File: config.mk
export PLATFORM = sky130hd
export DESIGN_NAME = pwrr_ctrl
export DESIGN_NICKNAME = d
export VERILOG_FILES = /design/src/hdl/pwrr_pkg.sv /design/src/hdl/pwrr_ctrl.sv
export SDC_FILE = /design/constraint.sdc
export NUM_CORES = 1
export LEC_CHECK = 0
export BUFFER_PORTS_ARGS = -buffer_cell sky130_fd_sc_hd__clkbuf_2
export CAP_MARGIN = 30
export CORE_UTILIZATION = 57
export DETAILED_ROUTE_END_ITERATION = 8
export PLACE_DENSITY = 0.86
export SYNTH_ARGS = -nofsm -noshare
export SYNTH_HDL_FRONTEND = slang
export SYNTH_SLANG_ARGS = --single-unit
File: constraint.sdc
create_clock -name clk_i -period 6.9 [get_ports clk_i]
set_input_delay 1.035 -clock clk_i [delete_from_list [all_inputs] [get_ports clk_i]]
set_output_delay 1.035 -clock clk_i [all_outputs]
set_load 0.05 [all_outputs]
File: src/hdl/pwrr_pkg.sv
// Package for the priority / weighted round robin descriptor scheduler.
// Sizes, register codes, policy and opcode encodings, FSM states and
// the structs between the sequencer, pointer unit and queue RAM. No dependencies.
`default_nettype none

package pwrr_pkg;

  localparam int QUEUE_DEPTH    = 64;
  localparam int NUM_PRIORITIES = 8;
  localparam int NUM_QUEUES     = NUM_PRIORITIES + 1;
  localparam int ARRIVAL_Q      = NUM_PRIORITIES;
  localparam int MEM_DEPTH      = NUM_QUEUES * QUEUE_DEPTH;

  localparam int PTR_W  = $clog2(QUEUE_DEPTH);
  localparam int FILL_W = PTR_W + 1;
  localparam int QIDX_W = $clog2(NUM_QUEUES);
  localparam int ADDR_W = $clog2(MEM_DEPTH);

  localparam int ID_W      = 16;
  localparam int PRI_W     = 3;
  localparam int CFG_W     = 32;
  localparam int CFG_IDX_W = 2;
  localparam int WGT_W     = 4;
  localparam int PCNT_W    = 4;
  localparam int MAX_RUN   = 16;
  localparam int RUN_W     = 5;

  localparam logic [CFG_W-1:0]  WEIGHTS_RST     = 32'h1112_2235;
  localparam logic [RUN_W-1:0]  ROUND_LIMIT_RST = RUN_W'(MAX_RUN);
  localparam logic [PCNT_W-1:0] PRIO_COUNT_RST  = PCNT_W'(NUM_PRIORITIES);

  typedef enum logic [1:0] {
    POL_SP   = 2'd0,
    POL_WRR  = 2'd1,
    POL_FIFO = 2'd2,
    POL_RSV  = 2'd3
  } policy_e;

  typedef enum logic [CFG_IDX_W-1:0] {
    CFG_POLICY      = 2'd0,
    CFG_WEIGHTS     = 2'd1,
    CFG_ROUND_LIMIT = 2'd2,
    CFG_PRIO_COUNT  = 2'd3
  } cfg_idx_e;

  typedef enum logic {
    OP_ENQ = 1'b0,
    OP_DEQ = 1'b1
  } opcode_e;

  typedef enum logic [2:0] {
    ST_IDLE,
    ST_ENQ,
    ST_SCAN,
    ST_READ,
    ST_FIN
  } state_e;

  typedef struct packed {
    logic [QIDX_W-1:0] q;
    logic              push;
    logic              pop;
  } ptr_req_t;

  typedef struct packed {
    logic [ADDR_W-1:0] head_addr;
    logic [ADDR_W-1:0] tail_addr;
    logic              full;
    logic              empty;
  } ptr_rsp_t;

  typedef struct packed {
    logic              en;
    logic              we;
    logic [ADDR_W-1:0] addr;
    logic [ID_W-1:0]   wdata;
  } mem_req_t;

  typedef struct packed {
    logic             valid;
    logic [ID_W-1:0]  id;
    logic [PRI_W-1:0] pri;
    logic             last;
    logic             drop;
  } result_t;

endpackage

`default_nettype wire

File: src/hdl/pwrr_ctrl.sv
// Sequencer: configuration registers, enqueue check and the queue scan
// that pops one descriptor per step. Depends on pwrr_pkg.
`default_nettype none

module pwrr_ctrl (
  input  wire                                clk_i,
  input  wire                                rst_ni,
  input  wire                                start_i,
  input  wire                                opcode_i,
  input  wire [pwrr_pkg::ID_W-1:0]           descriptor_id_i,
  input  wire [pwrr_pkg::PRI_W-1:0]          priority_level_i,
  input  wire                                cfg_we_i,
  input  wire [pwrr_pkg::CFG_IDX_W-1:0]      cfg_idx_i,
  input  wire [pwrr_pkg::CFG_W-1:0]          cfg_wdata_i,
  output logic                               busy_o,
  output pwrr_pkg::result_t                  result_o,
  output pwrr_pkg::ptr_req_t                 ptr_req_o,
  input  pwrr_pkg::ptr_rsp_t                 ptr_rsp_i,
  output pwrr_pkg::mem_req_t                 mem_req_o,
  input  wire [pwrr_pkg::ID_W-1:0]           mem_rdata_i
);

  pwrr_pkg::state_e  state_q, state_d;
  pwrr_pkg::policy_e policy_q;

  logic [pwrr_pkg::CFG_W-1:0]  weights_q;
  logic [pwrr_pkg::RUN_W-1:0]  round_limit_q;
  logic [pwrr_pkg::PCNT_W-1:0] prio_count_q;

  logic [pwrr_pkg::ID_W-1:0]   id_q, id_d;
  logic [pwrr_pkg::PRI_W-1:0]  lvl_q, lvl_d;
  logic [pwrr_pkg::QIDX_W-1:0] qidx_q, qidx_d;
  logic [pwrr_pkg::RUN_W-1:0]  count_q, count_d;
  logic [pwrr_pkg::WGT_W-1:0]  jcnt_q, jcnt_d;
  logic                        pend_v_q, pend_v_d;
  logic [pwrr_pkg::ID_W-1:0]   pend_id_q, pend_id_d;
  logic [pwrr_pkg::PRI_W-1:0]  pend_pri_q, pend_pri_d;
  logic [pwrr_pkg::PRI_W-1:0]  rd_pri_q, rd_pri_d;
  pwrr_pkg::result_t           res_q, res_d;

  logic [pwrr_pkg::PCNT_W-1:0] pc;
  logic [pwrr_pkg::RUN_W-1:0]  limit;
  logic [pwrr_pkg::WGT_W-1:0]  wgt;
  logic [pwrr_pkg::QIDX_W-1:0] enq_q;
  logic                        enq_refuse;
  logic                        scan_end;
  logic                        scan_pop;
  logic                        push;
  logic                        pop;

  // configuration
  always_ff @(posedge clk_i or negedge rst_ni) begin
    if (!rst_ni) begin
      policy_q      <= pwrr_pkg::POL_SP;
      weights_q     <= pwrr_pkg::WEIGHTS_RST;
      round_limit_q <= pwrr_pkg::ROUND_LIMIT_RST;
      prio_count_q  <= pwrr_pkg::PRIO_COUNT_RST;
    end else if (cfg_we_i) begin
      case (pwrr_pkg::cfg_idx_e'(cfg_idx_i))
        pwrr_pkg::CFG_POLICY:      policy_q <= pwrr_pkg::policy_e'(cfg_wdata_i[1:0]);
        pwrr_pkg::CFG_WEIGHTS:     weights_q <= cfg_wdata_i;
        pwrr_pkg::CFG_ROUND_LIMIT: round_limit_q <= cfg_wdata_i[pwrr_pkg::RUN_W-1:0];
        pwrr_pkg::CFG_PRIO_COUNT:  prio_count_q <= cfg_wdata_i[pwrr_pkg::PCNT_W-1:0];
        default: ;
      endcase
    end
  end

  // decode
  always_comb begin
    if (prio_count_q == '0) begin
      pc = pwrr_pkg::PCNT_W'(1);
    end else if (prio_count_q > pwrr_pkg::PCNT_W'(pwrr_pkg::NUM_PRIORITIES)) begin
      pc = pwrr_pkg::PCNT_W'(pwrr_pkg::NUM_PRIORITIES);
    end else begin
      pc = prio_count_q;
    end
    if (round_limit_q == '0) begin
      limit = pwrr_pkg::RUN_W'(1);
    end else if (round_limit_q > pwrr_pkg::RUN_W'(pwrr_pkg::MAX_RUN)) begin
      limit = pwrr_pkg::RUN_W'(pwrr_pkg::MAX_RUN);
    end else begin
      limit = round_limit_q;
    end
    wgt = weights_q[pwrr_pkg::WGT_W*qidx_q[pwrr_pkg::PRI_W-1:0] +: pwrr_pkg::WGT_W];

    if (policy_q == pwrr_pkg::POL_FIFO) begin
      enq_q = pwrr_pkg::QIDX_W'(pwrr_pkg::ARRIVAL_Q);
    end else begin
      enq_q = pwrr_pkg::QIDX_W'(lvl_q);
    end
    enq_refuse = ptr_rsp_i.full ||
                 ((policy_q != pwrr_pkg::POL_FIFO) && (pwrr_pkg::PCNT_W'(lvl_q) >= pc));

    case (policy_q)
      pwrr_pkg::POL_SP: begin
        scan_end = (pwrr_pkg::PCNT_W'(qidx_q) >= pc);
        scan_pop = !scan_end && !ptr_rsp_i.empty;
      end
      pwrr_pkg::POL_WRR: begin
        scan_end = (count_q >= limit) || (pwrr_pkg::PCNT_W'(qidx_q) >= pc);
        scan_pop = !scan_end && !ptr_rsp_i.empty && (jcnt_q < wgt);
      end
      pwrr_pkg::POL_FIFO: begin
        scan_end = ptr_rsp_i.empty;
        scan_pop = !ptr_rsp_i.empty;
      end
      default: begin
        scan_end = 1'b1;
        scan_pop = 1'b0;
      end
    endcase

    push = (state_q == pwrr_pkg::ST_ENQ) && !enq_refuse;
    pop  = (state_q == pwrr_pkg::ST_SCAN) && scan_pop;
  end

  always_comb begin
    ptr_req_o.q    = (state_q == pwrr_pkg::ST_ENQ) ? enq_q : qidx_q;
    ptr_req_o.push = push;
    ptr_req_o.pop  = pop;
    mem_req_o.en    = push || pop;
    mem_req_o.we    = push;
    mem_req_o.addr  = push ? ptr_rsp_i.tail_addr : ptr_rsp_i.head_addr;
    mem_req_o.wdata = id_q;
  end

  // next state
  always_comb begin
    state_d = state_q;
    case (state_q)
      pwrr_pkg::ST_IDLE: begin
        if (start_i) begin
          if (pwrr_pkg::opcode_e'(opcode_i) == pwrr_pkg::OP_ENQ) begin
            state_d = pwrr_pkg::ST_ENQ;
          end else if (policy_q != pwrr_pkg::POL_RSV) begin
            state_d = pwrr_pkg::ST_SCAN;
          end
        end
      end
      pwrr_pkg::ST_ENQ:  state_d = pwrr_pkg::ST_IDLE;
      pwrr_pkg::ST_SCAN: begin
        if (scan_pop) begin
          state_d = pwrr_pkg::ST_READ;
        end else if (scan_end) begin
          state_d = pwrr_pkg::ST_FIN;
        end
      end
      pwrr_pkg::ST_READ: begin
        state_d = (policy_q == pwrr_pkg::POL_WRR) ? pwrr_pkg::ST_SCAN : pwrr_pkg::ST_FIN;
      end
      pwrr_pkg::ST_FIN:  state_d = pwrr_pkg::ST_IDLE;
      default:           state_d = pwrr_pkg::ST_IDLE;
    endcase
  end

  // datapath and outputs
  always_comb begin
    id_d       = id_q;
    lvl_d      = lvl_q;
    qidx_d     = qidx_q;
    count_d    = count_q;
    jcnt_d     = jcnt_q;
    pend_v_d   = pend_v_q;
    pend_id_d  = pend_id_q;
    pend_pri_d = pend_pri_q;
    rd_pri_d   = rd_pri_q;
    res_d       = res_q;
    res_d.valid = 1'b0;
    case (state_q)
      pwrr_pkg::ST_IDLE: begin
        if (start_i) begin
          id_d     = descriptor_id_i;
          lvl_d    = priority_level_i;
          qidx_d   = (policy_q == pwrr_pkg::POL_FIFO) ?
                     pwrr_pkg::QIDX_W'(pwrr_pkg::ARRIVAL_Q) : '0;
          count_d  = '0;
          jcnt_d   = '0;
          pend_v_d = 1'b0;
        end
      end
      pwrr_pkg::ST_ENQ: begin
        if (enq_refuse) begin
          res_d = '{valid: 1'b1, id: id_q, pri: lvl_q, last: 1'b0, drop: 1'b1};
        end
      end
      pwrr_pkg::ST_SCAN: begin
        if (scan_pop) begin
          count_d  = count_q + 1'b1;
          jcnt_d   = jcnt_q + 1'b1;
          rd_pri_d = (qidx_q == pwrr_pkg::QIDX_W'(pwrr_pkg::ARRIVAL_Q)) ?
                     '0 : qidx_q[pwrr_pkg::PRI_W-1:0];
        end else if (!scan_end) begin
          qidx_d = qidx_q + 1'b1;
          jcnt_d = '0;
        end
      end
      pwrr_pkg::ST_READ: begin
        if (pend_v_q) begin
          res_d = '{valid: 1'b1, id: pend_id_q, pri: pend_pri_q, last: 1'b0, drop: 1'b0};
        end
        pend_v_d   = 1'b1;
        pend_id_d  = mem_rdata_i;
        pend_pri_d = rd_pri_q;
      end
      pwrr_pkg::ST_FIN: begin
        if (pend_v_q) begin
          res_d = '{valid: 1'b1, id: pend_id_q, pri: pend_pri_q, last: 1'b1, drop: 1'b0};
        end
        pend_v_d = 1'b0;
      end
      default: ;
    endcase
  end

  always_ff @(posedge clk_i or negedge rst_ni) begin
    if (!rst_ni) begin
      state_q   <= pwrr_pkg::ST_IDLE;
      qidx_q    <= '0;
      count_q   <= '0;
      jcnt_q    <= '0;
      pend_v_q  <= 1'b0;
      res_q     <= '0;
    end else begin
      state_q   <= state_d;
      qidx_q    <= qidx_d;
      count_q   <= count_d;
      jcnt_q    <= jcnt_d;
      pend_v_q  <= pend_v_d;
      res_q     <= res_d;
    end
  end

  always_ff @(posedge clk_i) begin
    id_q       <= id_d;
    lvl_q      <= lvl_d;
    pend_id_q  <= pend_id_d;
    pend_pri_q <= pend_pri_d;
    rd_pri_q   <= rd_pri_d;
  end

  assign busy_o   = (state_q != pwrr_pkg::ST_IDLE);
  assign result_o = res_q;

endmodule

`default_nettype wire

==> results.json <==
{
  "status": "complete, no violations",
  "fin_nets": 697,
  "ys.flop_type": "dfrtp_1",
  "cts-htree-levels": 4,
  "crit_path_end_kind": "output pin",
  "powerDensity_mw_per_mm2": 429,
  "cts_tree": "built",
  "synthAdderAreaFrac_pct": 4.20,
  "avgSynthCellArea_um2": 13.3,
  "clockBufferDepth": 2,
  "critical_path.startpoint_type": "flop",
  "drt_iter0_markers": 297,
  "grt_pass1_vias": 4021,
  "grt_max_degree": 66,
  "wl_per_cell_um": 18.1,
  "ctsResizeCount": 0,
  "reg2reg_setup_slack_ns": 3.25,
  "synth-seq-cells": 123,
  "finalCritPeriodShare_pct": 77.0,
  "grt_pass1_wl_um": 20400,
  "hold_viol": 0,
  "drc": 0,
  "hpwlAfterDp_um": 9130,
  "initial_utilization_pct": 58.5,
  "relSlewSlack_pct": 31.9,
  "arrival_ns": 4.28,
  "drive_gt1_share_pct": 43.7,
  "synth_compound_area_share_pct": 11.6,
  "muxShareOfSynthArea_pct": 14.7,
  "fp.dieArea_mm2": 0.0103,
  "ant_nets": 0,
  "die_width_um": 102,
  "skew_ns": 0.0101,
  "rsz0062_at_grt": "false",
  "synth_top_family_by_area": "multiplexers",
  "slew_violations": 0,
  "layout_common_cells": "clkbuf_2, dfrtp_1, mux2_2, edfxtp_1, nand2_1",
  "netlist-cell-type-count": 52,
  "drv_cap": 0,
  "crit_type": "reg -> out",
  "timing.final.crit_period_ns": 5.31,
  "io_buffers": 152,
  "first_pass_iters": 6,
  "post-cts-setup-buffer-count": 0,
  "num_io_pins": 153,
  "dp_cells": 696,
  "via_per_inst": 5.74,
  "syn_inst": 426,
  "numCtsBuffers": 17,
  "critPathMaxFanout": 18,
  "synth_fp_nets": 541,
  "crit_chain": "mux4_1, mux2i_1, ha_1, a2111o_1, o221ai_1, o211a_1, and2_1, or2_2, clkbuf_2",
  "gr-usage-all-layers_pct": 26.5,
  "slowest_delay_ns": 0.76,
  "ir_worst_vdd_v": 0.000252,
  "postRouteWirelength_um": 13200,
  "ys_async_sr_fraction_pct": 66.7,
  "yosys_warnings": 0,
  "stdcell_count": 728,
  "coreArea_mm2": 0.00968,
  "cp.required_ns": 5.86,
  "die_h_um": 102,
  "routabilityCongestion": 0.884,
  "seq_area_frac_synth_pct": 58.2,
  "num_rows": 36,
  "hold_buffers": 0,
  "cts_root_buf": "clkbuf_8",
  "vias": 4181,
  "n_fill_cell": 636,
  "tightestPinTransition_ns": 1.02,
  "worst_path_max_delay_cell": "dfrtp_1",
  "layout-area-overhead-vs-synth_pct": 25.4,
  "finalSetupTns_ns": 0,
  "syn_area_mm2": 0.00566,
  "setup_viol_count_final": 0,
  "layout_commonest_cell": "clkbuf_2",
  "synth_xor_area_share_pct": 0,
  "whs_ns": 0.387,
  "p_leak_nw": 3.29,
  "yosys.area_share.simple_pct": 8.48,
  "antenna_cells": 0,
  "timing.fmax_mhz": 188,
  "clkLatencyLatePin_ns": 0.52,
  "antenna_found_initial": 0,
  "overflow": 0,
  "clk_pin_slew_ns": 0.06,
  "hold_class": "in -> async",
  "clock-sinks": 123,
  "synth_edf_count": 41
}
-- power by group --
group / total (mW) / internal [mW] / switching [mW]
clock network: 0.822 / 0.511 / 0.311
registers: 1.10 / 0.957 / 0.144
logic: 1.13 / 0.355 / 0.770
total: 3.05 / 1.82 / 1.23
-- critical path: cells and delay by family, from the launching register on --
kind                       cells  cell delay [ns]
muxes                          2             0.81
adders and majority gates      1             0.26
DFF                            1             0.76
buffers and inverters          1             0.27
AOI/OAI and AO/OA              3             1.15
and+or+nand+nor                2             0.51
-- sequential cells by signal (all words and copies together), names as in the netlist --
signal         flops
pend_id_q         16
jcnt_q             4
state_q            3
weights_q         32
round_limit_q      5
rd_pri_q           3
count_q            5
pend_pri_q         3
lvl_q              3
qidx_q             4
policy_q           2
pend_v_q           1
prio_count_q       4
id_q              16
result_o          22
-- metal layers --
layer / share of wire, % / track usage [%] / vias to the layer above
li1: - / - / 1935
met1: 41 / 33.2 / 2045
met2: 50 / 43.0 / 180
met3: 7.5 / 8.49 / 21
met4: 1.7 / 10.5 / 0
met5: 0 / 0 / -
-- stage by stage --
stage | instance area [um^2] | utilization [%] | worst slack [ns] | power [mW]
6_report | 7110 | 73.4 | 1.59 | 3.05
5_1_grt | 7110 | 73.4 | 1.38 | 3.19
4_1_cts | 7110 | 73.4 | 1.53 | 3.06
3_5_place_dp | 6550 | 67.7 | 2.10 | 2.22
3_3_place_gp | 6520 | 67.3 | 2.28 | 2.17
2_1_floorplan | 5660 | - | 2.76 | 1.92
-- cell usage after synthesis, types with 2 or more instances --
library cell	number	area [um^2]
a221o_1	19	190
mux2_2	52	586
nand4_1	3	18.8
a21o_1	4	30.0
a41o_1	3	30.0
nor2b_1	3	18.8
dfrtp_1	70	1750
buf_1	2	7.51
and3_1	3	18.8
clkbuf_1	12	45.0
mux2i_1	6	60.1
o21a_1	3	22.5
nand2_1	28	105
or2_2	3	18.8
dfstp_2	12	315
inv_1	16	60.1
and2_1	20	125
buf_4	3	22.5
o21ai_0	16	80.1
o211a_1	3	30.0
edfxtp_1	41	1230
nand3_1	7	35.0
nor2_1	17	63.8
nand3b_1	2	15.0
o31ai_1	3	22.5
a21oi_1	14	70.1
mux4_1	2	52.6
mux4_2	6	135
o311ai_0	3	26.3
or4_1	3	22.5
a31oi_1	4	25.0
nor3_1	5	25.0
ha_1	19	238
-- final timing paths --
kind | from | to | cells past startpoint
worst min register to register | rd_pri_q[2] | pend_pri_q[2] | 0
min in group clk_i | rd_pri_q[2] | pend_pri_q[2] | 0
worst min-delay path | rst_ni | result_o[17] | 1
max in group asynchronous | rst_ni | prio_count_q[3] | 2
worst max-delay path | qidx_q[0] | mem_req_o[27] | 9
worst max register to register | qidx_q[0] | rd_pri_q[0] | 7
-- layout make-up --
type                    count  area, um^2  share of cell area [%]
inverters                  17        63.8                   0.898
multi-input cells         267        2210                    31.2
repair buffers            156         811                    11.4
flip-flops and latches    123        3300                    46.4
clock buffers              20         425                    5.99
clock inverters            12         126                    1.78
well taps                 133         166                    2.34
-- kinds of logic after synthesis --
| family | Yosys count |
|---|---|
| AO/OA/AOI/OAI | 86 |
| adder cells (fa/ha/maj) | 19 |
| buffers and inverters | 36 |
| flip-flops | 123 |
| multiplexers | 66 |
| AND/OR/NAND/NOR | 96 |
(Power assumes the default switching activity.)
