--- config.mk ---
export PLATFORM = sky130hd
export DESIGN_NAME = pwrr_ptrs
export DESIGN_NICKNAME = d
export VERILOG_FILES = /design/src/hdl/pwrr_pkg.sv /design/src/hdl/pwrr_ptrs.sv
export SDC_FILE = /design/constraint.sdc
export NUM_CORES = 1
export LEC_CHECK = 0
export BUFFER_PORTS_ARGS = -buffer_cell sky130_fd_sc_hd__buf_2
export CELL_PAD_IN_SITES_DETAIL_PLACEMENT = 0
export CELL_PAD_IN_SITES_GLOBAL_PLACEMENT = 2
export CORE_ASPECT_RATIO = 0.8
export CORE_UTILIZATION = 42
export DETAILED_ROUTE_END_ITERATION = 10
export PLACE_DENSITY = 0.89
export SLEW_MARGIN = 15
export SYNTH_ARGS = -nofsm -noshare
export SYNTH_HDL_FRONTEND = slang
export SYNTH_SLANG_ARGS = --single-unit
export TNS_END_PERCENT = 1
--- constraint.sdc ---
create_clock -name clk_i -period 4.6 [get_ports clk_i]
set_input_delay 0.92 -clock clk_i [delete_from_list [all_inputs] [get_ports clk_i]]
set_output_delay 0.92 -clock clk_i [all_outputs]
set_load 0.005 [all_outputs]
--- src/hdl/pwrr_pkg.sv ---
// Package for the priority / weighted round robin descriptor scheduler.
// Sizes, register codes, policy and opcode encodings, FSM states and
// the structs between the sequencer, pointer unit and queue RAM. No dependencies.
`default_nettype none

package pwrr_pkg;

  localparam int QUEUE_DEPTH    = 64;
  localparam int NUM_PRIORITIES = 8;
  localparam int NUM_QUEUES     = NUM_PRIORITIES + 1;
  localparam int ARRIVAL_Q      = NUM_PRIORITIES;
  localparam int MEM_DEPTH      = NUM_QUEUES * QUEUE_DEPTH;

  localparam int PTR_W  = $clog2(QUEUE_DEPTH);
  localparam int FILL_W = PTR_W + 1;
  localparam int QIDX_W = $clog2(NUM_QUEUES);
  localparam int ADDR_W = $clog2(MEM_DEPTH);

  localparam int ID_W      = 16;
  localparam int PRI_W     = 3;
  localparam int CFG_W     = 32;
  localparam int CFG_IDX_W = 2;
  localparam int WGT_W     = 4;
  localparam int PCNT_W    = 4;
  localparam int MAX_RUN   = 16;
  localparam int RUN_W     = 5;

  localparam logic [CFG_W-1:0]  WEIGHTS_RST     = 32'h1112_2235;
  localparam logic [RUN_W-1:0]  ROUND_LIMIT_RST = RUN_W'(MAX_RUN);
  localparam logic [PCNT_W-1:0] PRIO_COUNT_RST  = PCNT_W'(NUM_PRIORITIES);

  typedef enum logic [1:0] {
    POL_SP   = 2'd0,
    POL_WRR  = 2'd1,
    POL_FIFO = 2'd2,
    POL_RSV  = 2'd3
  } policy_e;

  typedef enum logic [CFG_IDX_W-1:0] {
    CFG_POLICY      = 2'd0,
    CFG_WEIGHTS     = 2'd1,
    CFG_ROUND_LIMIT = 2'd2,
    CFG_PRIO_COUNT  = 2'd3
  } cfg_idx_e;

  typedef enum logic {
    OP_ENQ = 1'b0,
    OP_DEQ = 1'b1
  } opcode_e;

  typedef enum logic [2:0] {
    ST_IDLE,
    ST_ENQ,
    ST_SCAN,
    ST_READ,
    ST_FIN
  } state_e;

  typedef struct packed {
    logic [QIDX_W-1:0] q;
    logic              push;
    logic              pop;
  } ptr_req_t;

  typedef struct packed {
    logic [ADDR_W-1:0] head_addr;
    logic [ADDR_W-1:0] tail_addr;
    logic              full;
    logic              empty;
  } ptr_rsp_t;

  typedef struct packed {
    logic              en;
    logic              we;
    logic [ADDR_W-1:0] addr;
    logic [ID_W-1:0]   wdata;
  } mem_req_t;

  typedef struct packed {
    logic             valid;
    logic [ID_W-1:0]  id;
    logic [PRI_W-1:0] pri;
    logic             last;
    logic             drop;
  } result_t;

endpackage

`default_nettype wire

--- src/hdl/pwrr_ptrs.sv ---
// Per-queue head pointers and fill counts with RAM address generation.
// One queue is served per cycle. Depends on pwrr_pkg.
`default_nettype none

module pwrr_ptrs (
  input  wire                 clk_i,
  input  wire                 rst_ni,
  input  pwrr_pkg::ptr_req_t  req_i,
  output pwrr_pkg::ptr_rsp_t  rsp_o
);

  logic [pwrr_pkg::PTR_W-1:0]  heads_q [pwrr_pkg::NUM_QUEUES];
  logic [pwrr_pkg::FILL_W-1:0] fill_q  [pwrr_pkg::NUM_QUEUES];

  logic [pwrr_pkg::PTR_W-1:0]  head;
  logic [pwrr_pkg::PTR_W-1:0]  head_nxt;
  logic [pwrr_pkg::FILL_W-1:0] fill;
  logic [pwrr_pkg::PTR_W:0]    tail_sum;
  logic [pwrr_pkg::PTR_W-1:0]  tail;
  logic [pwrr_pkg::ADDR_W-1:0] base;

  always_comb begin
    head     = heads_q[req_i.q];
    fill     = fill_q[req_i.q];
    tail_sum = {1'b0, head} + (pwrr_pkg::PTR_W+1)'(fill);
    if (tail_sum >= (pwrr_pkg::PTR_W+1)'(pwrr_pkg::QUEUE_DEPTH)) begin
      tail = pwrr_pkg::PTR_W'(tail_sum - (pwrr_pkg::PTR_W+1)'(pwrr_pkg::QUEUE_DEPTH));
    end else begin
      tail = pwrr_pkg::PTR_W'(tail_sum);
    end
    if (head == pwrr_pkg::PTR_W'(pwrr_pkg::QUEUE_DEPTH - 1)) begin
      head_nxt = '0;
    end else begin
      head_nxt = head + 1'b1;
    end
    base = pwrr_pkg::ADDR_W'(req_i.q) * pwrr_pkg::ADDR_W'(pwrr_pkg::QUEUE_DEPTH);
  end

  assign rsp_o.head_addr = base + pwrr_pkg::ADDR_W'(head);
  assign rsp_o.tail_addr = base + pwrr_pkg::ADDR_W'(tail);
  assign rsp_o.full      = (fill == pwrr_pkg::FILL_W'(pwrr_pkg::QUEUE_DEPTH));
  assign rsp_o.empty     = (fill == '0);

  always_ff @(posedge clk_i or negedge rst_ni) begin
    if (!rst_ni) begin
      for (int i = 0; i < pwrr_pkg::NUM_QUEUES; i++) begin
        heads_q[i] <= '0;
        fill_q[i]  <= '0;
      end
    end else if (req_i.push) begin
      fill_q[req_i.q] <= fill + 1'b1;
    end else if (req_i.pop) begin
      heads_q[req_i.q] <= head_nxt;
      fill_q[req_i.q]  <= fill - 1'b1;
    end
  end

endmodule

`default_nettype wire

==> results of run 1 <==
==> critical path, stage by stage <==
cell and delay (ns):
clkbuf_4 0.20, buf_4 0.21, or2_2 0.31, o22ai_1 0.18, o31a_2 0.22, clkinv_2 0.08
ha_1 0.32, a21oi_1 0.23, o21bai_1 0.09, a21oi_1 0.19, xnor2_1 0.16, xnor2_1 0.17
buf_2 0.15
==> sequential cells by signal, indices dropped and copies added (netlist names), named ones only <==
name and count:
heads_q 54, fill_q 54
==> how the worst min path moves through the flow <==
stage | from | end | slack (ns)
after floorplan | heads_q[21] | heads_q[21] | 0.44
after global placement | heads_q[15] | heads_q[15] | 0.45
after detailed placement | heads_q[21] | heads_q[21] | 0.46
after CTS | rst_ni | fill_q[20] | 0.48
after global routing | fill_q[1] | fill_q[1] | 0.49
final | rst_ni | fill_q[31] | 0.46
==> cell families (layout without fill, tap and decap cells) <==
kind of cell,after synthesis,in the layout
xor+xnor,14,14
buf+inv,46,99
mux,115,115
flops,117,117
simple gates,122,122
fa+ha+maj,10,10
compound gates,93,93
==> synthesized netlist by cell type, types with 2 or more instances <==
cell type	instances	area share, %
and2_1	2	0.21
nor2b_1	9	0.92
buf_12	2	0.66
nand2_1	64	3.9
o22ai_1	2	0.21
inv_1	8	0.49
buf_8	2	0.49
mux2i_1	38	6.2
a22o_1	4	0.57
a21oi_1	18	1.5
o21ai_1	8	0.66
nor3b_2	2	0.41
ha_1	9	1.8
nor3_1	3	0.25
o31a_2	2	0.33
mux4_1	5	2.2
a21o_1	2	0.25
and3_1	3	0.31
xor2_1	4	0.57
nor2_1	22	1.4
buf_2	3	0.25
mux2_2	67	12
mux4_2	5	1.8
dfrtp_1	117	48
nand3b_1	2	0.25
xnor2_1	9	1.3
buf_4	12	1.5
o31ai_1	14	1.7
o211ai_1	2	0.25
buf_1	3	0.18
clkbuf_1	10	0.62
a22oi_1	8	0.98
clkinv_2	2	0.16
a32o_1	2	0.33
o21ai_0	22	1.8
buf_6	3	0.55
nand3_1	4	0.33
==> layer usage <==
layer	vias up	track usage (%)
met5	-	0
met3	20	6.41
li1	1941	-
met2	92	33.4
met1	2097	30.3
met4	0	6.83
==> stage by stage <==
step	std cells	setup slack [ns]
final	754	0.246
after global routing	754	0.0452
after global placement	723	0.239
after CTS	754	0.222
after detailed placement	723	0.236
after floorplan	517	0.419
==> cell type report <==
type                            instances  area (um^2)  area share [%]
Clock buffer                           20          467            6.56
Clock inverter                         11          174            2.45
Inverter                               11         43.8           0.616
Multi-Input combinational cell        354         2870            40.4
Sequential cell                       117         2930            41.2
Tap cell                              184          230            3.24
Timing Repair Buffer                   57          398            5.59
==> power by group <==
group | internal, W | switching [W]
sequential | 0.00128 | 0.000126
clock | 0.000947 | 0.000467
combinational | 0.000326 | 0.000381
total | 0.00255 | 0.000974
==> metrics list, run 1 <==
- Leaving out fill and tap cells, the most frequent cell in the layout is dfrtp_1.
- During synthesis, Yosys emitted a total of 0 warnings.
- Area fraction in and, or, nand and nor cells after synthesis: 9.72%
- Fin. Hold Viols: 0
* Sinks on the clock net: 117
- Post-layout power: 0.00353 W
- Synthesis instantiated 60 different standard cells from the library.
- After routing the design area is 7110 um^2.
* DR DRC count: 0
- Mapped Avg Cell Area: 11.8 um^2
* Initial core utilization: 42.8%
* Post-Synthesis Cell Area: 6100 um^2
- The tree is rooted in a clkbuf_16.
- Post-route worst hold slack: 0.461 ns
* Finished Core Util: 49.9%
* Vias post-DR: 4150
- For this run, the top clock speed supported by timing is 230 MHz.
- Last weighted congestion value of the routability-driven placer: 0.855
* 1st-iter DRT viols: 263
- Number of synthesized register bits: 117
- In this run the vertical extent of the chip is 110 um.
* Worst Max-Slew Pin Slew: 0.953 ns
* Worst EP required: 3.68 ns
- The worst setup path is launched from an input port.
- At the later pin of the worst-skew pair, clock insertion delay measures 0.42 ns.
- Layout cells sized above 1: 31.4%
* Final total negative setup slack: 0 ns
- Number of cells produced by synthesis: 517
- The total overflow left after global routing is 0.
- Proportion of synthesized flip-flops having asynchronous set or reset: 100%
- Max-cap viol count: 0
- Worst vdd ir: 0.417 mV
- Post-place instance area: 6470 um^2
- Dominant combinational cell family by area after synthesis: multiplexers
* Floorplan row count: 39
- Number of placed I/O pins: 30
* Tightest slew margin relative to the limit: 36.0%
- Sequential-to-total area share from yosys stat: 48.0%
- RSZ-0062 raised after global routing: no
- Core footprint: 14200 um^2
- The number of pins exceeding their max-slew limit in the final report is 0.
* All-layer global routing usage: 22.0%
- Post-cts resize count: 0
- Worst EP arrival: 3.43 ns
* Synth-to-Final Area Change: 16.6%
- The startpoint identified for the worst register-to-register timing path is heads_q[6].
- Worst-case reg-to-reg path depth: 11
* Termination of the worst setup path: rsp_o[7]
- The setup check on the worst reg-to-reg path leaves a slack of 1.77 ns.
- Initial antenna violation count: 0
* Worst setup EP type: primary output
* TritonCTS clock tree: yes
* Met3 layer wire length in the routed design: 838 um
- Final worst-path cycle share: 94.6%
- Net Count, Synth: 535
* Highest routed metal layer: met4
- Proportion of synthesized area in mux cells: 22.6%
* Shortest period the worst path allows: 4.35 ns
- Worst setup path class: input port to primary output
- Port buffering added 29 buffers.
- Post-synthesis share of cell area spent on xor and xnor gates: 2.13%
- The first global-routing pass estimated 23700 um of wire.
* Number of iterations in the first detailed-routing pass: 4
* Vias in the first global route: 4358
- Most used cells in the layout excluding fill and tap cells: 117 x dfrtp_1, 67 x mux2_2, 64 x nand2_1, 38 x mux2i_1, 27 x buf_2
- In the synthesized netlist the dominant register cell turns out to be dfrtp_1.
- No sink is reached through more buffers than the 2 on the longest clock path.
* CTS clk-pin slew, worst paths: 0.05 ns
* Met1 Routed Length: 7190 um
* Net count, final: 576
* Worst-case clock skew: 0.0100 ns
* Number of buffers inserted during clock tree synthesis: 17
- The analysis attributes to cell leakage a power of 3.33 nW.
- Once detail routing completed, the nets flagged for antenna violations numbered 0.
* Maximum number of pins on one net before global-route repair: 42
* Average wire per standard cell: 19.7 um
* CTS H-tree depth: 4
* Number of flops mapped to enable cells by yosys: 0
* Status: complete, no violations
* ANT cells: 0
- Crit. Startpoint: req_i[2]
* Routed met2 length: 6630 um
- Summed over all layers, the routed wires come to 14900 um.
- Complex-gate fraction of the synthesized area: 10.5%
- After detailed routing, the number of vias per cell comes to 5.50.
* Largest fanout on the critical path: 12
- Fillers: 1269
* Type of the worst min-delay path: input port to asynchronous set/reset pin
- In this run the critical register-to-register path is captured at heads_q[25].
- Die boundary width: 137 um
- Power spread over the standard cell area amounts to 496 nW/um^2.
- Detailed Place HPWL: 10500 um
- Total setup buffers inserted after CTS: 0
* Share of synthesized cell area in full adder, half adder and majority cells: 2.17%
- Buffers inserted to repair hold after CTS numbered 0.
* Final setup violating endpoints: 0
- Die area: 15000 um^2
No activity file was read; power rests on OpenSTA's default activity.
==> run 2, diff against run 1 <==
Settings changed: BUFFER_PORTS_ARGS -buffer_cell sky130_fd_sc_hd__buf_2 to -buffer_cell sky130_fd_sc_hd__clkbuf_2.
==> run 2 against run 1 <==
  * Power fell by 2.7%
  * Sequential power barely moved
  * Cell count did not move
  * Flip-flop and latch count did not move
  * Worst hold slack improved by 0.014 ns
  * Count of clock-buffer cells in the layout fell by 3
  * Global-route usage fell by 0.24 points
  * Clock skew fell by 0.0025 ns
  * Critical path type unchanged
  * Largest cell class unchanged
==> metrics list, run 2 (synthesis results as in run 1) <==
- Synth-to-Final Area Change: 15.4% (was 16.6%)
* Worst vdd ir: 0.329 mV (was 0.417 mV)
- The multi-input gate area in the final layout came to 2880 um^2 (was 2870 um^2).
- Launching point of the worst reg2reg path: fill_q[15] (was heads_q[6])
- The final RePlAce weighted congestion was 0.846 (was 0.855).
* Termination of the worst setup path: rsp_o[7] (unchanged)
- Tightest slew margin relative to the limit: 31.5% (was 36.0%)
- Final total negative setup slack: 0 ns (unchanged)
- Clock tree buffer depth: 2 (unchanged)
- CTS Root Buffer Type: clkbuf_16 (unchanged)
- The width of the chip came to 137 um (unchanged).
* Post-route worst hold slack: 0.475 ns (was 0.461 ns)
- The switching share of power came to 30.0% (was 27.6%).
- Worst Max-Slew Pin Slew: 1.03 ns (was 0.953 ns)
- Worst EP arrival: 3.44 ns (was 3.43 ns)
* Most frequent standard cell in the layout excluding fill and tap cells: dfrtp_1 (unchanged)
* Combinational share of power: 21.2% (was 20.1%)
- The count of TritonRoute iterations in the first routing pass came to 4 (unchanged).
* Max-cap viol count: 0 (unchanged)
- Die area: 15000 um^2 (unchanged)
- Number of placed I/O pins: 30 (unchanged)
- The number of antenna violations at the first check in global routing came to 0 (unchanged).
* Setup slack of the most critical reg-to-reg path: 1.74 ns (was 1.77 ns)
- Final number of max-transition violations: 0 (unchanged)
* Worst-case clock skew: 0.00759 ns (was 0.0100 ns)
- Shortest period the worst path allows: 4.36 ns (was 4.35 ns)
- The antenna diode count is 0 (unchanged).
- Worst setup path class: input port to primary output (unchanged)
- Setup ws final: 0.243 ns (was 0.246 ns)
- The average via count per standard cell was 5.58 (was 5.50).
- Final worst-path cycle share: 94.7% (was 94.6%)
* Total net switching power: 0.00103 W (was 0.000974 W)
- The count of unresolved DRC violations after routing was 0 (unchanged).
- Most used cells in the layout excluding fill and tap cells: 117 x dfrtp_1, 67 x mux2_2, 64 x nand2_1, 38 x mux2i_1, 27 x clkbuf_2 (was 117 x dfrtp_1, 67 x mux2_2, 64 x nand2_1, 38 x mux2i_1, 27 x buf_2)
* Crit. Startpoint: req_i[3] (was req_i[2])
- The TritonCTS clock tree is yes (unchanged).
* Total of hold buffers inserted after clock tree synthesis: 0 (unchanged)
- The final wirelength came to 14900 um (about the same).
* I/O Buffers: 29 (unchanged)
- The nature of the critical path endpoint was a primary output (unchanged).
* Clock insertion delay at the later pin of the skew report: 0.43 ns (was 0.42 ns)
- Type of the worst min-delay path: flop to flop (was input port to asynchronous set/reset pin)
- Placed cell count: 722 (was 723)
* Biggest regs: fill_q (54), heads_q (54) (unchanged)
- Sinks on the clock net: 117 (unchanged)
- Internal: 0.00240 W (was 0.00255 W)
- The startpoint class of the critical path is an input port (unchanged).
- The depth of the worst register-to-register path is 11 (unchanged).
- 1st-iter DRT viols: 346 (was 263)
* Floorplan die height: 110 um (unchanged)
* DRT antenna net count: 0 (unchanged)
- Wire length of the first global-routing pass: 23500 um (was 23700 um)
- Maximum number of pins on one net before global-route repair: 83 (was 42)
* Count of non-filler cells in the finished layout: 754 (unchanged)
- Final setup violating endpoints: 0 (unchanged)
- Net count, final: 575 (was 576)
- Leakage power total: 3.29 nW (was 3.33 nW)
- Worst EP required: 3.68 ns (about the same)
* CTS H-tree depth: 4 (unchanged)
- Fillers: 1260 (was 1269)
* Vias in the first global route: 4187 (was 4358)
- The sequential cell area in the final layout is 2930 um^2 (unchanged).
* Status: complete, no violations (unchanged)
* RSZ-0062 raised after global routing: no (unchanged)
- The endpoint of the worst register-to-register path is fill_q[53] (was heads_q[25]).
* Hold path startpoint: heads_q[45]
- The fraction of final layout cells sized beyond drive strength 1 was 31.8% (was 31.4%).
- The setup slack after placement was 0.166 ns (was 0.236 ns).
* GRT Residual Overflow: 0 (unchanged)
- Vias post-DR: 4208 (was 4150)
- Initial core utilization: 42.8% (unchanged)
- The clock transition at the register clock pins on the worst setup and hold paths after CTS is 0.06 ns (was 0.05 ns).
* FMAX: 229 MHz (was 230 MHz)
- Detailed Place HPWL: 10700 um (was 10500 um)
- The standard-cell row count is 39 (unchanged).
* Part of the total power dissipated in the clock network: 37.9% (was 40.1%)
* Average wire per standard cell: 19.7 um (about the same)
- The power density normalized to cell area was 487 nW/um^2 (was 496 nW/um^2).
- Fin. Hold Viols: 0 (unchanged)
- Sequential share of power: 41.0% (was 39.8%)
- The total clock buffers created by CTS is 17 (unchanged).
- Core footprint: 14200 um^2 (unchanged)
- Largest fanout on the critical path: 28 (was 12)
- The global-route usage over all layers came to 21.8% (was 22.0%).
==> run 2: power groups by stage <==
stage / registers, W / logic (W) / clock network, W
2_1_floorplan: 0.00138 / 0.000514 / 0
3_3_place_gp: 0.00141 / 0.000703 / 0
3_5_place_dp: 0.00142 / 0.000728 / 0
4_1_cts: 0.00140 / 0.000730 / 0.00132
5_1_grt: 0.00144 / 0.000803 / 0.00137
6_report: 0.00140 / 0.000726 / 0.00130
==> run 2: area by class of cell <==
class	instances	share of cell area, %
Clock inverter	15	2.20
Tap cell	184	3.27
Multi-Input combinational cell	354	40.9
Sequential cell	117	41.6
Inverter	11	0.622
Timing Repair Buffer	56	5.37
Clock buffer	17	6.04
==> run 2: critical path, stage by stage <==
cell	delay [ns]
clkbuf_2	0.14
buf_12	0.23
mux2_2	0.36
o22ai_1	0.17
o31a_2	0.21
clkinv_2	0.14
ha_1	0.35
a21oi_2	0.18
o21bai_1	0.09
a21oi_1	0.17
xnor2_1	0.15
xnor2_1	0.17
clkbuf_2	0.15
==> run 2: per-stage QoR <==
stage          power, W  utilization (%)  instance area, um^2
4_1_cts         0.00346             49.3                 7030
3_3_place_gp    0.00212             45.3                 6450
5_1_grt         0.00361             49.4                 7040
3_5_place_dp    0.00215             45.3                 6450
6_report        0.00343             49.4                 7040
2_1_floorplan   0.00190                -                 6100
==> run 2: worst min-delay path by stage <==
stage                     slack, ns           to  cells past startpoint
after floorplan                0.44  heads_q[21]                      2
after global placement         0.46  heads_q[39]                      2
after detailed placement       0.47   fill_q[45]                      2
after CTS                      0.48   fill_q[45]                      2
after global routing           0.50  heads_q[42]                      2
final                          0.47  heads_q[45]                      2
==> run 2: metal layers <==
metal | global-route usage (%) | vias to the layer above | share of wire (%)
li1 | - | 1943 | -
met1 | 31.2 | 2161 | 49
met2 | 31.8 | 84 | 44
met3 | 5.16 | 20 | 5.4
met4 | 8.10 | 0 | 1.4
met5 | 0 | - | 0
==> run 2: timing repair <==
action                                  4_1_cts  5_1_grt
buffers inserted                              0        0
resized for setup                             0        4
endpoints found under the setup margin        0        1
==> run 3, diff against run 2 <==
Settings changed: ABC_AREA set to 1, CORE_UTILIZATION 42 to 36.
==> run 3 against run 2 <==
  * Final area rose by 5.8%
  * Setup slack improved by 0.12 ns
  * Sequential power fell by 5%
  * Synthesized area rose by 5.8%
  * Clock power rose by 12%
  * Sequential share of layout area fell by 2.3 points
  * Core utilization fell by 6.7 points
  * Critical path type unchanged
  * Critical endpoint unchanged
  * Largest cell class is now multi-input gates
==> metrics list, run 3 <==
- Status: complete, no violations (unchanged).
* Internal: 0.00241 W (was 0.00240 W)
- Kind of cell adding the most delay to the critical path: simple AND/OR/NAND/NOR gates (was compound AO/OA/AOI/OAI gates)
- Synth top cells by count: 395 x nand2_1, 117 x dfrtp_1, 62 x nand3_1 (was 117 x dfrtp_1, 67 x mux2_2, 64 x nand2_1).
- I/O Buffers: 29 (unchanged)
- Floorplan row count: 43 (was 39)
- Average wire per standard cell: 17.4 um (was 19.7 um)
- The placeable core area came to 17400 um^2 (was 14200 um^2).
* Most used cells in the layout excluding fill and tap cells: 395 x nand2_1, 117 x dfrtp_1, 62 x nand3_1, 57 x inv_1, 49 x o21ai_0 (was 117 x dfrtp_1, 67 x mux2_2, 64 x nand2_1, 38 x mux2i_1, 27 x clkbuf_2)
* Worst-case clock skew: 0.0102 ns (was 0.00759 ns)
- Fin. Hold Viols: 0 (unchanged)
* Maximum number of pins on one net before global-route repair: 71 (was 83)
- TritonCTS clock tree: yes (unchanged)
- The startpoint class of the critical path is an input port (unchanged).
* Post-Synthesis Cell Area: 6460 um^2 (was 6100 um^2)
* Switching part of the total power: 29.9% (was 30.0%)
* 1st-iter DRT viols: 567 (was 346)
- Top cell type's share of synthesized area: 45.3% (was 48.0%)
- Sequential-to-total area share from yosys stat: 45.3% (was 48.0%)
- Area leader, netlist: dfrtp_1 (unchanged)
- Vias in the first global route: 5428 (was 4187)
- The number of antenna violations at the first check in global routing is 0 (unchanged).
* RSZ-0062 raised after global routing: no (unchanged)
- Floorplan die height: 122 um (was 110 um)
* Die boundary width: 152 um (was 137 um)
- Last weighted congestion value of the routability-driven placer: 0.808 (was 0.846)
- Post-synth top flop: dfrtp_1 (unchanged)
* Proportion of synthesized flip-flops having asynchronous set or reset: 100% (unchanged)
- Leakage power total: 3.93 nW (was 3.29 nW)
- Number of buffers inserted during clock tree synthesis: 17 (unchanged)
- Clock tree buffer depth: 2 (unchanged)
- Biggest regs: fill_q (54), heads_q (54) (unchanged)
- The register-to-register setup slack is 1.93 ns (was 1.74 ns).
- The average via count per standard cell is 5.03 (was 5.58).
- CTS Root Buffer Type: clkbuf_16 (unchanged)
* Worst EP required: 3.68 ns (about the same)
* Layout cells sized above 1: 14.0% (was 31.8%)
- Number of iterations in the first detailed-routing pass: 5 (was 4)
- Netlist cell types: 32 (was 60)
- Power density relative to cell area: 462 nW/um^2 (was 487 nW/um^2)
* Most frequent standard cell in the layout excluding fill and tap cells: nand2_1 (was dfrtp_1)
- The post-synthesis area per instance came to 7.42 um^2 (was 11.8 um^2).
- Number of synthesized register bits: 117 (unchanged)
* Final total negative setup slack: 0 ns (unchanged)
* ANT cells: 0 (unchanged)
- The synthesized net count was 888 (was 535).
* Fillers: 1848 (was 1260)
- Slowest cell on crit path: buf_2 (was mux2_2)
- Detailed Place HPWL: 14000 um (was 10700 um)
* Worst setup EP type: primary output (unchanged)
* Sequential share of power: 38.7% (was 41.0%)
* Cell type with the highest occurrence count on the critical path: nand2_1
* Number of cells produced by synthesis: 870 (was 517)
- The time the worst path needs with I/O delays and setup was 4.23 ns (was 4.36 ns).
- The die footprint is 18500 um^2 (was 15000 um^2).
- CTS H-tree depth: 4 (unchanged)
- Worst setup path class: input port to primary output (unchanged)
* Clock insertion delay at the later pin of the skew report: 0.43 ns (about the same)
- Worst vdd ir: 0.234 mV (was 0.329 mV)
- Net count, final: 926 (was 575)
- FMAX: 236 MHz (was 229 MHz)
- The net switching power of the design was 0.00103 W (about the same).
- Max-cap viol count: 0 (unchanged)
- Total of hold buffers inserted after clock tree synthesis: 0 (unchanged)
- The total number of yosys warnings came to 0 (unchanged).
- The arrival time at the worst endpoint is 3.31 ns (was 3.44 ns).
- DRT antenna net count: 0 (unchanged)
* Final number of max-transition violations: 0 (unchanged)
- Crit path cell chain: buf_2 -> inv_4 -> nand2_1 -> nand2_1 -> nand2_1 -> nand3_1 -> nand2_1 -> nand3_1 -> ha_1 -> nand3_1 -> nand2_1 -> nand2_1 -> nand2_1 -> a21oi_1 -> xor2_1 -> clkbuf_2 (was clkbuf_2 -> buf_12 -> mux2_2 -> o22ai_1 -> o31a_2 -> clkinv_2 -> ha_1 -> a21oi_2 -> o21bai_1 -> a21oi_1 -> xnor2_1 -> xnor2_1 -> clkbuf_2).
- Combinational share of power: 19.2% (was 21.2%)
- The most frequently used cell type in the post-synthesis netlist was nand2_1 (was dfrtp_1).
- All-layer global routing usage: 23.6% (was 21.8%)
- The total clock sinks was 117 (unchanged).
* Vias post-DR: 5769 (was 4208)
- The delay of the slowest cell on the worst path was 0.40 ns (was 0.36 ns).
* Type of the worst min-delay path: flop to flop (unchanged)
- Final setup violating endpoints: 0 (unchanged)
- The post-synthesis to final-layout area growth is 15.3% (was 15.4%).
- Top cells by area, synth: dfrtp_1 45%, nand2_1 23%, nand3_1 4.8%, o21ai_0 3.8%, inv_1 3.3% (was dfrtp_1 48%, mux2_2 12%, mux2i_1 6.2%, nand2_1 3.9%, mux4_1 2.2%).
- Final worst-path cycle share: 92.0% (was 94.7%)
- The number of buffers and inverters on the critical path is 3 (was 4).
- Tightest slew margin relative to the limit: 34.1% (was 31.5%)
- Post-layout power: 0.00344 W (was 0.00343 W)
- Number of placed I/O pins: 30 (unchanged)
* Wire length of the first global-routing pass: 32100 um (was 23500 um)
* CTS clk-pin slew, worst paths: 0.06 ns (about the same)
- DR DRC count: 0 (unchanged)
- The highest net fanout along the worst path was 24 (was 28).
* Total wire length: 19900 um (was 14900 um)
- Worst Max-Slew Pin Slew: 0.989 ns (was 1.03 ns)
- The number of flops mapped to enable cells by yosys is 0 (unchanged).
* GRT Residual Overflow: 0 (unchanged)
* Initial core utilization: 37.0% (was 42.8%)
- The fraction of power consumed by the clock network came to 42.1% (was 37.9%).
[run 3: changes by cell type after synthesis, moves of 27 or more]
cell,before,now
nand2_1,64,395
o21ai_0,22,49
nand3_1,4,62
mux2i_1,38,0
mux2_2,67,0
inv_1,8,57
[run 3: worst paths after layout]
kind                              from     endpoint  cells after the start
max                           req_i[2]     rsp_o[7]                     16
min                         fill_q[50]   fill_q[50]                      2
max reg2reg                heads_q[19]  heads_q[15]                     12
min reg2reg                 fill_q[50]   fill_q[50]                      2
max in group asynchronous       rst_ni   fill_q[34]                      2
min in group asynchronous       rst_ni  heads_q[21]                      1
[run 3: through the flow]
step | setup WS, ns | utilization (%) | cells | cell area (um^2) | hold slack [ns]
2_1_floorplan | 0.928 | - | 870 | 6460 | 0.442
6_report | 0.367 | 42.7 | 1146 | 7450 | 0.475
4_1_cts | 0.262 | 42.7 | 1146 | 7450 | 0.477
3_3_place_gp | 0.295 | 39.1 | 1114 | 6810 | 0.456
3_5_place_dp | 0.285 | 39.1 | 1114 | 6810 | 0.463
5_1_grt | 0.0202 | 42.7 | 1146 | 7450 | 0.490
[run 3: logic make-up (layout without fill, tap and decap cells)]
family          Yosys count  count (layout)  synth area share, %
compound gates           70              70                 5.62
simple gates            565             565                 38.5
buf+inv                 100             151                 7.36
xor+xnor                  8               8                 1.09
flops                   117             117                 45.3
fa+ha+maj                10              10                 2.05
[run 3: what timing repair did]
| item | CTS | global route |
|---|---|---|
| endpoints found under the setup margin | 0 | 1 |
| buffers inserted | 0 | 0 |
| gates resized for setup | 0 | 1 |
| endpoints found under the hold margin | 0 | 0 |
[run 3: power by group through the flow]
| stage | clock network, W | registers [W] | logic [W] |
|---|---|---|---|
| floorplan | 0 | 0.00131 | 0.000468 |
| global placement | 0 | 0.00135 | 0.000648 |
| detailed placement | 0 | 0.00134 | 0.000659 |
| CTS | 0.00147 | 0.00133 | 0.000662 |
| global route | 0.00151 | 0.00135 | 0.000756 |
| finish | 0.00145 | 0.00133 | 0.000661 |
[run 3: metal layers]
| layer | vias up | track usage (%) | wire (um) |
|---|---|---|---|
| li1 | 2819 | - | - |
| met1 | 2753 | 38.6 | 10700 |
| met2 | 182 | 30.2 | 7760 |
| met3 | 15 | 5.43 | 1280 |
| met4 | 0 | 5.69 | 180 |
| met5 | - | 0 | 0 |
[run 3: worst register-to-register path, stage by stage (launching register included)]
cell and delay, ns:
dfrtp_1 0.38, nand2_1 0.10, nand2_1 0.06, nand2_1 0.05, nand3_1 0.08, nand2_1 0.10, nand3_1 0.26, ha_1 0.33
nand2_1 0.09, nor2_2 0.05, nand2_1 0.42, nand3_2 0.37, o21ai_0 0.27
[run 3: final cells by class]
class,count,area [um^2],share of cell area [%]
Multi-Input combinational cell,653,3050,41.0
Sequential cell,117,2930,39.3
Clock buffer,23,488,6.55
Tap cell,225,282,3.78
Inverter,74,280,3.76
Timing Repair Buffer,45,268,3.60
Clock inverter,9,148,1.98
